[src/rtl/core/utf8dc_pkg.sv]
// ----------------------------------------------------------------------------
// utf8dc_pkg
// Types and constants shared by the UTF-8 decode and classify unit: the
// window and result transfer types, byte masks and the classification lists.
// ----------------------------------------------------------------------------
package utf8dc_pkg;

    localparam int unsigned CP_W    = 21;
    localparam int unsigned LEN_W   = 3;
    localparam int unsigned AVAIL_W = 3;

    // one input window
    typedef struct packed {
        logic [7:0]         lead_byte;
        logic [7:0]         second_byte;
        logic [7:0]         third_byte;
        logic [7:0]         fourth_byte;
        logic [AVAIL_W-1:0] avail_bytes;
    } win_item_t;

    // one decode result
    typedef struct packed {
        logic             valid_res;
        logic [CP_W-1:0]  char_value;
        logic [LEN_W-1:0] seq_length;
        logic             space_flag;
        logic             hyphen_flag;
        logic             cjk_flag;
    } res_item_t;

    // lead and continuation byte patterns
    localparam logic [7:0] ONE_MASK   = 8'h80;
    localparam logic [7:0] ONE_PAT    = 8'h00;
    localparam logic [7:0] TWO_MASK   = 8'he0;
    localparam logic [7:0] TWO_PAT    = 8'hc0;
    localparam logic [7:0] THREE_MASK = 8'hf0;
    localparam logic [7:0] THREE_PAT  = 8'he0;
    localparam logic [7:0] FOUR_MASK  = 8'hf8;
    localparam logic [7:0] FOUR_PAT   = 8'hf0;
    localparam logic [7:0] CONT_MASK  = 8'hc0;
    localparam logic [7:0] CONT_PAT   = 8'h80;

    // sequence lengths
    localparam logic [LEN_W-1:0] LEN_NONE  = 3'd0;
    localparam logic [LEN_W-1:0] LEN_ONE   = 3'd1;
    localparam logic [LEN_W-1:0] LEN_TWO   = 3'd2;
    localparam logic [LEN_W-1:0] LEN_THREE = 3'd3;
    localparam logic [LEN_W-1:0] LEN_FOUR  = 3'd4;
    localparam logic [AVAIL_W-1:0] AVAIL_MAX = 3'd4;

    function automatic logic is_cont(input logic [7:0] b);
        return (b & CONT_MASK) == CONT_PAT;
    endfunction

    function automatic logic in_space_list(input logic [CP_W-1:0] cp);
        return cp == 21'h00009 || cp == 21'h00020 || cp == 21'h01680 ||
               (cp >= 21'h02002 && cp <= 21'h02006) ||
               (cp >= 21'h02008 && cp <= 21'h0200b) ||
               cp == 21'h0205f || cp == 21'h03000;
    endfunction

    function automatic logic in_hyphen_list(input logic [CP_W-1:0] cp);
        return cp == 21'h0002d || cp == 21'h0058a || cp == 21'h02010 ||
               cp == 21'h02012 || cp == 21'h02013;
    endfunction

    function automatic logic in_cjk_range(input logic [CP_W-1:0] cp);
        return (cp >= 21'h02e80 && cp <= 21'h0312f) ||
               (cp >= 21'h03190 && cp <= 21'h0a4cf) ||
               (cp >= 21'h0f900 && cp <= 21'h0faff) ||
               (cp >= 21'h0fe30 && cp <= 21'h0fe4f) ||
               (cp >= 21'h20000 && cp <= 21'h323af);
    endfunction

endpackage

[src/rtl/core/utf8_decode_and_classify_unit.sv]
// ----------------------------------------------------------------------------
// utf8_decode_and_classify_unit
// Decodes the first UTF-8 sequence of a four-byte window and flags the code
// point as whitespace, hyphen or CJK.
// ----------------------------------------------------------------------------
// Usage:
//   win channel: win_valid / win_ready / win carry one window per transfer
//   (four bytes plus the count of bytes present, saturating at four).
//   res channel: res_valid / res_ready / res carry one result per window,
//   in order: valid bit, code point, length and the three class flags.
//   Path: a window accepted on win passes through the input register and then
//   the result register, which drives res.
//   Throughput: one window per cycle while res_ready stays high; the decode and
//   classification is a single pass of logic between the input and result registers.
//   Stall: when res_ready is low the result register holds; the input
//   register still takes one more window, after which win_ready drops until
//   the result is taken. No transfer is lost or repeated.
//   Reset: rst_n low empties both registers; win_ready is high right after.
// ----------------------------------------------------------------------------
module utf8_decode_and_classify_unit
    import utf8dc_pkg::*;
(
    input  logic      clk,
    input  logic      rst_n,
    input  logic      win_valid,
    output logic      win_ready,
    input  win_item_t win,
    output logic      res_valid,
    input  logic      res_ready,
    output res_item_t res
);

    logic      stg_valid_reg;
    logic      stg_valid_next;
    win_item_t stg_data_reg;
    logic      out_valid_reg;
    logic      out_valid_next;
    res_item_t out_data_reg;
    res_item_t dec_res;
    logic      stg_move;
    logic      win_take;

    logic [AVAIL_W-1:0] avail_sat;
    logic [LEN_W-1:0]   need;
    logic [CP_W-1:0]    cp_raw;
    logic               form_ok;
    logic               ok;
    logic [CP_W-1:0]    cp;

    // handshake control
    assign stg_move  = stg_valid_reg && (!out_valid_reg || res_ready);
    assign win_ready = !stg_valid_reg || stg_move;
    assign win_take  = win_valid && win_ready;

    always_comb
    begin
        stg_valid_next = stg_valid_reg;
        if (win_take)
        begin
            stg_valid_next = 1'b1;
        end
        else if (stg_move)
        begin
            stg_valid_next = 1'b0;
        end
    end

    always_comb
    begin
        out_valid_next = out_valid_reg;
        if (stg_move)
        begin
            out_valid_next = 1'b1;
        end
        else if (res_ready)
        begin
            out_valid_next = 1'b0;
        end
    end

    // lead byte form and code point assembly
    always_comb
    begin
        need    = LEN_NONE;
        cp_raw  = '0;
        form_ok = 1'b0;
        if ((stg_data_reg.lead_byte & ONE_MASK) == ONE_PAT)
        begin
            need    = LEN_ONE;
            cp_raw  = {13'd0, stg_data_reg.lead_byte};
            form_ok = 1'b1;
        end
        else if ((stg_data_reg.lead_byte & TWO_MASK) == TWO_PAT)
        begin
            need    = LEN_TWO;
            form_ok = is_cont(stg_data_reg.second_byte);
            cp_raw  = {10'd0, stg_data_reg.lead_byte[4:0],
                       stg_data_reg.second_byte[5:0]};
        end
        else if ((stg_data_reg.lead_byte & THREE_MASK) == THREE_PAT)
        begin
            need    = LEN_THREE;
            form_ok = is_cont(stg_data_reg.second_byte) &&
                      is_cont(stg_data_reg.third_byte);
            cp_raw  = {5'd0, stg_data_reg.lead_byte[3:0],
                       stg_data_reg.second_byte[5:0],
                       stg_data_reg.third_byte[5:0]};
        end
        else if ((stg_data_reg.lead_byte & FOUR_MASK) == FOUR_PAT)
        begin
            need    = LEN_FOUR;
            form_ok = is_cont(stg_data_reg.second_byte) &&
                      is_cont(stg_data_reg.third_byte) &&
                      is_cont(stg_data_reg.fourth_byte);
            cp_raw  = {stg_data_reg.lead_byte[2:0],
                       stg_data_reg.second_byte[5:0],
                       stg_data_reg.third_byte[5:0],
                       stg_data_reg.fourth_byte[5:0]};
        end
    end

    // length check and classification
    always_comb
    begin
        avail_sat = (stg_data_reg.avail_bytes > AVAIL_MAX) ? AVAIL_MAX
                                                           : stg_data_reg.avail_bytes;
        ok = form_ok && (need != LEN_NONE) && (avail_sat >= need);
        cp = ok ? cp_raw : '0;
        dec_res.valid_res   = ok;
        dec_res.char_value  = cp;
        dec_res.seq_length  = ok ? need : LEN_NONE;
        dec_res.space_flag  = ok && in_space_list(cp);
        dec_res.hyphen_flag = ok && in_hyphen_list(cp);
        dec_res.cjk_flag    = ok && in_cjk_range(cp);
    end

    // control registers
    always_ff @(posedge clk or negedge rst_n)
    begin
        if (!rst_n)
        begin
            stg_valid_reg <= 1'b0;
            out_valid_reg <= 1'b0;
        end
        else
        begin
            stg_valid_reg <= stg_valid_next;
            out_valid_reg <= out_valid_next;
        end
    end

    // payload registers
    always_ff @(posedge clk)
    begin
        if (win_take)
        begin
            stg_data_reg <= win;
        end
        if (stg_move)
        begin
            out_data_reg <= dec_res;
        end
    end

    assign res_valid = out_valid_reg;
    assign res       = out_data_reg;

endmodule

[config.mk]
export PLATFORM = sky130hd
export DESIGN_NAME = utf8_decode_and_classify_unit
export DESIGN_NICKNAME = d
export VERILOG_FILES = /design/src/rtl/core/utf8dc_pkg.sv /design/src/rtl/core/utf8_decode_and_classify_unit.sv
export SDC_FILE = /design/constraint.sdc
export NUM_CORES = 1
export LEC_CHECK = 0
export ABC_AREA = 1
export BUFFER_PORTS_ARGS = -buffer_cell sky130_fd_sc_hd__buf_2
export CELL_PAD_IN_SITES_DETAIL_PLACEMENT = 1
export CELL_PAD_IN_SITES_GLOBAL_PLACEMENT = 1
export CORE_MARGIN = 3
export CORE_UTILIZATION = 40
export CTS_BUF_LIST = sky130_fd_sc_hd__clkbuf_4 sky130_fd_sc_hd__clkbuf_8
export CTS_CLUSTER_DIAMETER = 80
export DETAILED_ROUTE_END_ITERATION = 6
export PLACE_DENSITY_LB_ADDON = 0.1
export SETUP_SLACK_MARGIN = 0.4
export SLEW_MARGIN = 20
export SYNTH_ARGS = -nofsm -noshare
export SYNTH_HDL_FRONTEND = slang
export SYNTH_SLANG_ARGS = --single-unit
export TNS_END_PERCENT = 10
[constraint.sdc]
create_clock -name clk -period 6.15 [get_ports clk]
set_input_delay 1.23 -clock clk [delete_from_list [all_inputs] [get_ports clk]]
set_output_delay 1.23 -clock clk [all_outputs]
set_load 0.005 [all_outputs]
==> flow_summary.toml, run 1 <==
[clocking]
post_cts_resized = 0
clk_path_buf_depth = 2
root_buffer = "clkbuf_8"
clk_pin_slew_ns = 0.09
postCtsSetupBuffers = 0
cts_max_level = 3
cts_tree = "built"
clk_latency_ns = 0.36
cts_buffers = 9
clock_sinks = 65
hold_buffers = 0

[timing]
setup_viol = 0
rsz0062_at_grt = "no"
maxSlewViolCount = 0
period_minus_slack_ns = 4.19
slew_headroom = 0.587
hold_viol = 0
fin_setup_tns_ns = 0
fin_crit_sh = 0.681
finClkSkew_ns = 0.0153
fin_hold_ws_ns = 0.497
clock.fmax_mhz = 239
worst_slew_pin_slew_ns = 0.612

[critical_path]
worst-setup-path-type = "flop to flop"
crit_arrival_ns = 4.30
regToRegEndpoint = "res[0]$_DFFE_PP_"
crit_fanout = 18
crit_path_end_kind = "flop"
r2r_setup_slack_ns = 1.96
cp-start-kind = "flop"
r2r_start = "stg_data_reg[34]$_DFFE_PP_"
reg2reg_depth = 21
cp.required_ns = 6.26

[worst_hold_path]
worstHoldEndpoint = "res_valid$_DFFE_PN0P_"
min-delay-start = "stg_valid_reg$_DFFE_PN0P_"
worstHoldPathCells = 2
hp-class = "flop to flop"

[grt]
grt_overflow = 0
grt_pass1_vias = 3833
grt_util_all_layers = 0.244
grt_start_max_net_pins = 36
antenna_found_initial = 0
grt_pass1_wl_mm = 21.2

[finish]
final_nets = 592
instances_no_fill = 684
synthToLayoutAreaGrowth_pct = 15.9
layout_common_cells = "107 x nand2_1, 80 x nand3_1, 68 x buf_2"
fill_cells = 1214
final_common_cell = "nand2_1"
largest_reg_flops = 35
drive_above_1_share = 0.249
diodes = 0

[power]
switching_power_uw = 356
combPwrFrac = 0.190
p_sw_frac = 0.322
vdd_drop_max_v = 0.000115
internal_power_uw = 750
p_leak_nw = 1.94
p_per_area_mw_per_mm2 = 238
p_clk_frac = 0.308
pwr-share-seq = 0.501

[route]
drc = 0
vias = 3778
drt_pass1_iterations = 5
routed_wl_mm = 12.9
viasPerCell = 5.52
dr.first_iter.drc_count = 305
wire_per_inst_um = 18.9
drtAntennaViolNets = 0

[floorplan]
initial_core_util = 0.423
fp.dieH_um = 106
die_w_um = 106
core_area_sq_mm = 0.00946
dieArea_sq_mm = 0.0112
io_pins = 69
rows = 35

[logic_synthesis]
ys_seq_area_frac = 0.485
synth_fp_nets = 520
syn-cell-area_sq_mm = 0.00400
yosysUniqueCellTypes = 36
post_synth.cell_area_avg_sq_um = 8.37
yosysWarningCount = 0
synth_flop_cell = "edfxtp_1"
synth-edff-count = 63
ys_seq_elements = 65
synth-async-reset-ratio = 0.0308
synth_cells = 478

[placed_design]
gp_congestion = 0.977
port_buffers = 68
place_hpwl_mm = 10.1
dp_cells = 668

[outcome]
outcome = "complete, no violations"

[flow_run]
cap_violations = 0
## power groups by stage
stage | clock network, mW | registers (mW) | logic, mW
after global placement | 0 | 0.564 | 0.207
final | 0.341 | 0.555 | 0.211
after CTS | 0.351 | 0.555 | 0.211
after global routing | 0.373 | 0.559 | 0.235
after floorplan | 0 | 0.562 | 0.131
after detailed placement | 0 | 0.564 | 0.210
## cell usage after synthesis, types with 8 or more instances
master / number / area [sq um]
nand2_2: 10 / 62.6
edfxtp_1: 63 / 1890
nand2_1: 107 / 402
nor3_1: 9 / 45.0
o21ai_0: 11 / 55.1
inv_1: 31 / 116
nor2_4: 14 / 158
inv_2: 12 / 45.0
nand4_1: 14 / 87.6
nand3_1: 80 / 400
nor2_1: 67 / 251
a21oi_1: 8 / 40.0
## metrics by stage
step           total power [mW]  setup slack [ns]  instance area, sq um  utilization
3_5_place_dp              0.774              2.10                  4460        0.471
6_report                   1.11              1.96                  4640        0.490
3_3_place_gp              0.770              2.16                  4460        0.471
5_1_grt                    1.17              1.55                  4640        0.490
4_1_cts                    1.12              2.04                  4640        0.490
2_1_floorplan             0.693              3.06                  4000            -
## cell families (layout without fill, tap and decap cells)
kind of cell             Yosys count  after routing  synth area share
AO/OA/AOI/OAI                     37             37            0.0569
adder cells (fa/ha/maj)            3              3           0.00938
buffers and inverters             52            129            0.0566
flip-flops                        65             65             0.485
AND/OR/NAND/NOR                  321            321             0.392
## routing by layer
layer | vias to the layer above | global-route usage | wire, um
met5 | - | 0 | 0
li1 | 1791 | - | -
met2 | 159 | 0.373 | 5730
met1 | 1813 | 0.359 | 6140
met3 | 15 | 0.0352 | 827
met4 | 0 | 0.0694 | 210
## layout make-up
type | count | area (sq um) | area share
clock buffer | 10 | 131 | 0.0283
clock inverter | 6 | 51.3 | 0.0111
inverter | 43 | 161 | 0.0348
multi-input combinational | 361 | 1840 | 0.396
sequential | 65 | 1940 | 0.419
tap | 129 | 161 | 0.0348
timing repair buffer | 70 | 355 | 0.0766
## critical path, cell delays in order, from the launching register on
cell and delay [ns]:
edfxtp_1 0.67, nand2_4 0.15, inv_2 0.21, nand2_1 0.31
inv_1 0.24, nor2_1 0.10, ha_1 0.31, nand3_1 0.08
nand3_1 0.08, nand2_1 0.11, nor2_4 0.39, nand2_1 0.17
nor2_1 0.16, nand2_1 0.23, nand2_1 0.21, nand2_1 0.09
nand2_1 0.07, nand3_1 0.08, nand2_1 0.06, nor2_1 0.04
nor2_1 0.10, nand3_1 0.06
## how the worst max path moves through the flow
stage	end	slack, ns	cells after the start	from
after detailed placement	res[0]$_DFFE_PP_	2.10	21	stg_data_reg[34]$_DFFE_PP_
after floorplan	res[0]$_DFFE_PP_	3.06	2	res_ready
after global placement	res[0]$_DFFE_PP_	2.16	21	stg_data_reg[34]$_DFFE_PP_
after global routing	res[0]$_DFFE_PP_	1.55	21	stg_data_reg[34]$_DFFE_PP_
final	res[0]$_DFFE_PP_	1.96	21	stg_data_reg[34]$_DFFE_PP_
after CTS	res[0]$_DFFE_PP_	2.04	21	stg_data_reg[34]$_DFFE_PP_
Note: power is estimated with default switching activity, not from simulation.
==> run 2: changes to the inputs <==
==> constraint.sdc (replaced) <==
create_clock -name clk -period 4 [get_ports clk]
set_input_delay 0.8 -clock clk [delete_from_list [all_inputs] [get_ports clk]]
set_output_delay 0.8 -clock clk [all_outputs]
set_load 0.005 [all_outputs]
==> run 2 against run 1 <==
Sequential power increased by 53%. Count of clock-buffer cells in the layout decreased by 1. Core utilization increased by 2.4 points. Die area unchanged. Register-to-register slack got worse by 1.3 ns. Largest cell class unchanged. Via count increased by 2.2%. First-iteration DRC count decreased by 21%. Largest power group unchanged. Critical path type unchanged. Clock skew decreased by 0.0065 ns. Fmax increased by 24%.
==> flow_summary.toml, run 2 (same netlist as run 1, synthesis figures left out) <==
[power]
vdd_drop_max_v = 0.000156
combPwrFrac = 0.206
p_sw_frac = 0.306
p_leak_nw = 2.06
p_per_area_mw_per_mm2 = 363
internal_power_mw = 1.23
pwr-share-seq = 0.481
p_clk_frac = 0.314
switching_power_uw = 541

[clocking]
cts_tree = "built"
clk_latency_ns = 0.35
cts_buffers = 9
clk_pin_slew_ns = 0.08
root_buffer = "clkbuf_8"
cts_max_level = 3
clock_sinks = 65
clk_path_buf_depth = 2
hold_buffers = 0

[timing]
fin_crit_sh = 0.841
slew_headroom = 0.585
fin_ws_ns = 0.637
fin_setup_tns_ns = 0
hold_viol = 0
maxSlewViolCount = 0
period_minus_slack_ns = 3.36
clock.fmax_mhz = 297
worst_slew_pin_slew_ns = 0.616
fin_hold_ws_ns = 0.226
rsz0062_at_grt = "yes"
setup_viol = 0
finClkSkew_ns = 0.00878

[grt]
grtUsageMet2 = 0.392
grt_pass1_vias = 3917
gr-usage-met1 = 0.358
grt_pass1_wl_mm = 21.5
grt_start_max_net_pins = 36
antenna_found_initial = 0
grt_overflow = 0
grt_util_all_layers = 0.247
top_usage_layer = "met2"
grt_use_met3 = 0.0322

[flow_run]
cap_violations = 0

[finish]
final_nets = 616
largest_reg_flops = 35
diodes = 0
layout_common_cells = "104 x nand2_1, 80 x nand3_1, 68 x buf_2"
final_common_cell = "nand2_1"
synthToLayoutAreaGrowth_pct = 21.7
instances_no_fill = 707
fill_cells = 1202
drive_above_1_share = 0.294

[critical_path]
crit_arrival_ns = 3.58
cp-start-kind = "flop"
worst-setup-path-type = "flop to flop"
crit_fanout = 14
crit_path_end_kind = "flop"
cp.required_ns = 4.22

[outcome]
outcome = "complete, no violations"

[worst_hold_path]
hp-class = "primary input to async pin"

[route]
wire_per_inst_um = 18.8
routed_wl_mm = 13.3
drt_pass1_iterations = 5
drc = 0
viasPerCell = 5.46
vias = 3860
dr.first_iter.drc_count = 242
drtAntennaViolNets = 0

[floorplan]
rows = 35
io_pins = 69
core_area_sq_mm = 0.00946
initial_core_util = 0.423
dieArea_sq_mm = 0.0112
fp.dieH_um = 106
die_w_um = 106

[placed_design]
place_ws_ns = 0.388
gp_congestion = 0.899
dp_cells = 674
port_buffers = 68
place_hpwl_mm = 10.3
run 2: cell count changes in the layout (fill, tap and decap cells not counted), moves of 2 or more:
cell | previous run | this run
inv_4 | 0 | 2
inv_2 | 12 | 10
nand2_1 | 107 | 104
nor2_1 | 67 | 61
nor2_2 | 5 | 10
nand2_2 | 10 | 13
buf_4 | 2 | 26
run 2: per-stage QoR:
stage / total power [mW] / utilization / instance area [sq um]
6_report: 1.77 / 0.515 / 4870
5_1_grt: 1.85 / 0.515 / 4870
4_1_cts: 1.75 / 0.498 / 4710
3_5_place_dp: 1.19 / 0.476 / 4500
3_3_place_gp: 1.19 / 0.476 / 4500
2_1_floorplan: 1.07 / - / 4000
run 2: cell type report:
class | instances | area, sq um | area share
Clock inverter | 6 | 68.8 | 0.0141
Clock buffer | 9 | 124 | 0.0254
Timing Repair Buffer | 94 | 536 | 0.110
Sequential cell | 65 | 1940 | 0.399
Inverter | 43 | 166 | 0.0342
Tap cell | 129 | 161 | 0.0332
Multi-Input combinational cell | 361 | 1870 | 0.384
run 2: repair_timing:
action                                  4_1_cts  5_1_grt
endpoints found under the setup margin        1        3
buffers inserted                              2       16
pin swaps                                     1        3
gates resized for setup                       0       13
run 2: worst max-delay path: stages (launching register included):
cell and delay, ns:
edfxtp_1 0.44, nand2_4 0.15, inv_4 0.08, nand2_1 0.10
buf_4 0.19, nand2_2 0.09, ha_1 0.28, nand3_1 0.06
nand3_1 0.08, nand2_1 0.14, inv_4 0.15, nand2_8 0.13
nor2_2 0.35, nand2_1 0.25, nor3_1 0.22, nand3_1 0.09
o21ai_0 0.11, nand2_1 0.08, nand3_1 0.09, nand2_1 0.06
nand3_1 0.07
run 2: power by group through the flow:
stage                     clock network (mW)  logic, mW  registers [mW]
after floorplan                            0      0.201           0.864
after global placement                     0      0.324           0.863
after detailed placement                   0      0.329           0.865
after CTS                              0.567      0.336           0.851
after global routing                   0.593      0.402           0.858
final                                  0.555      0.364           0.850
run 2: layer usage:
layer,vias to the layer above,wire length (um),part of all wire
met2,147,6170,0.46
li1,1837,-,-
met4,0,185,0.014
met3,17,786,0.059
met5,-,0,0
met1,1859,6180,0.46
run 2: path summary, 6_finish.rpt:
check	cells after the start	startpoint	endpoint	slack, ns
setup / recovery	20	stg_data_reg[33]$_DFFE_PP_	res[2]$_DFFE_PP_	0.64
hold / removal	1	rst_n	res_valid$_DFFE_PN0P_	0.23
setup reg to reg	20	stg_data_reg[33]$_DFFE_PP_	res[2]$_DFFE_PP_	0.64
hold reg to reg	2	stg_valid_reg$_DFFE_PN0P_	res_valid$_DFFE_PN0P_	0.50
max in group asynchronous	1	rst_n	stg_valid_reg$_DFFE_PN0P_	3.68
min in group clk	2	stg_valid_reg$_DFFE_PN0P_	res_valid$_DFFE_PN0P_	0.50
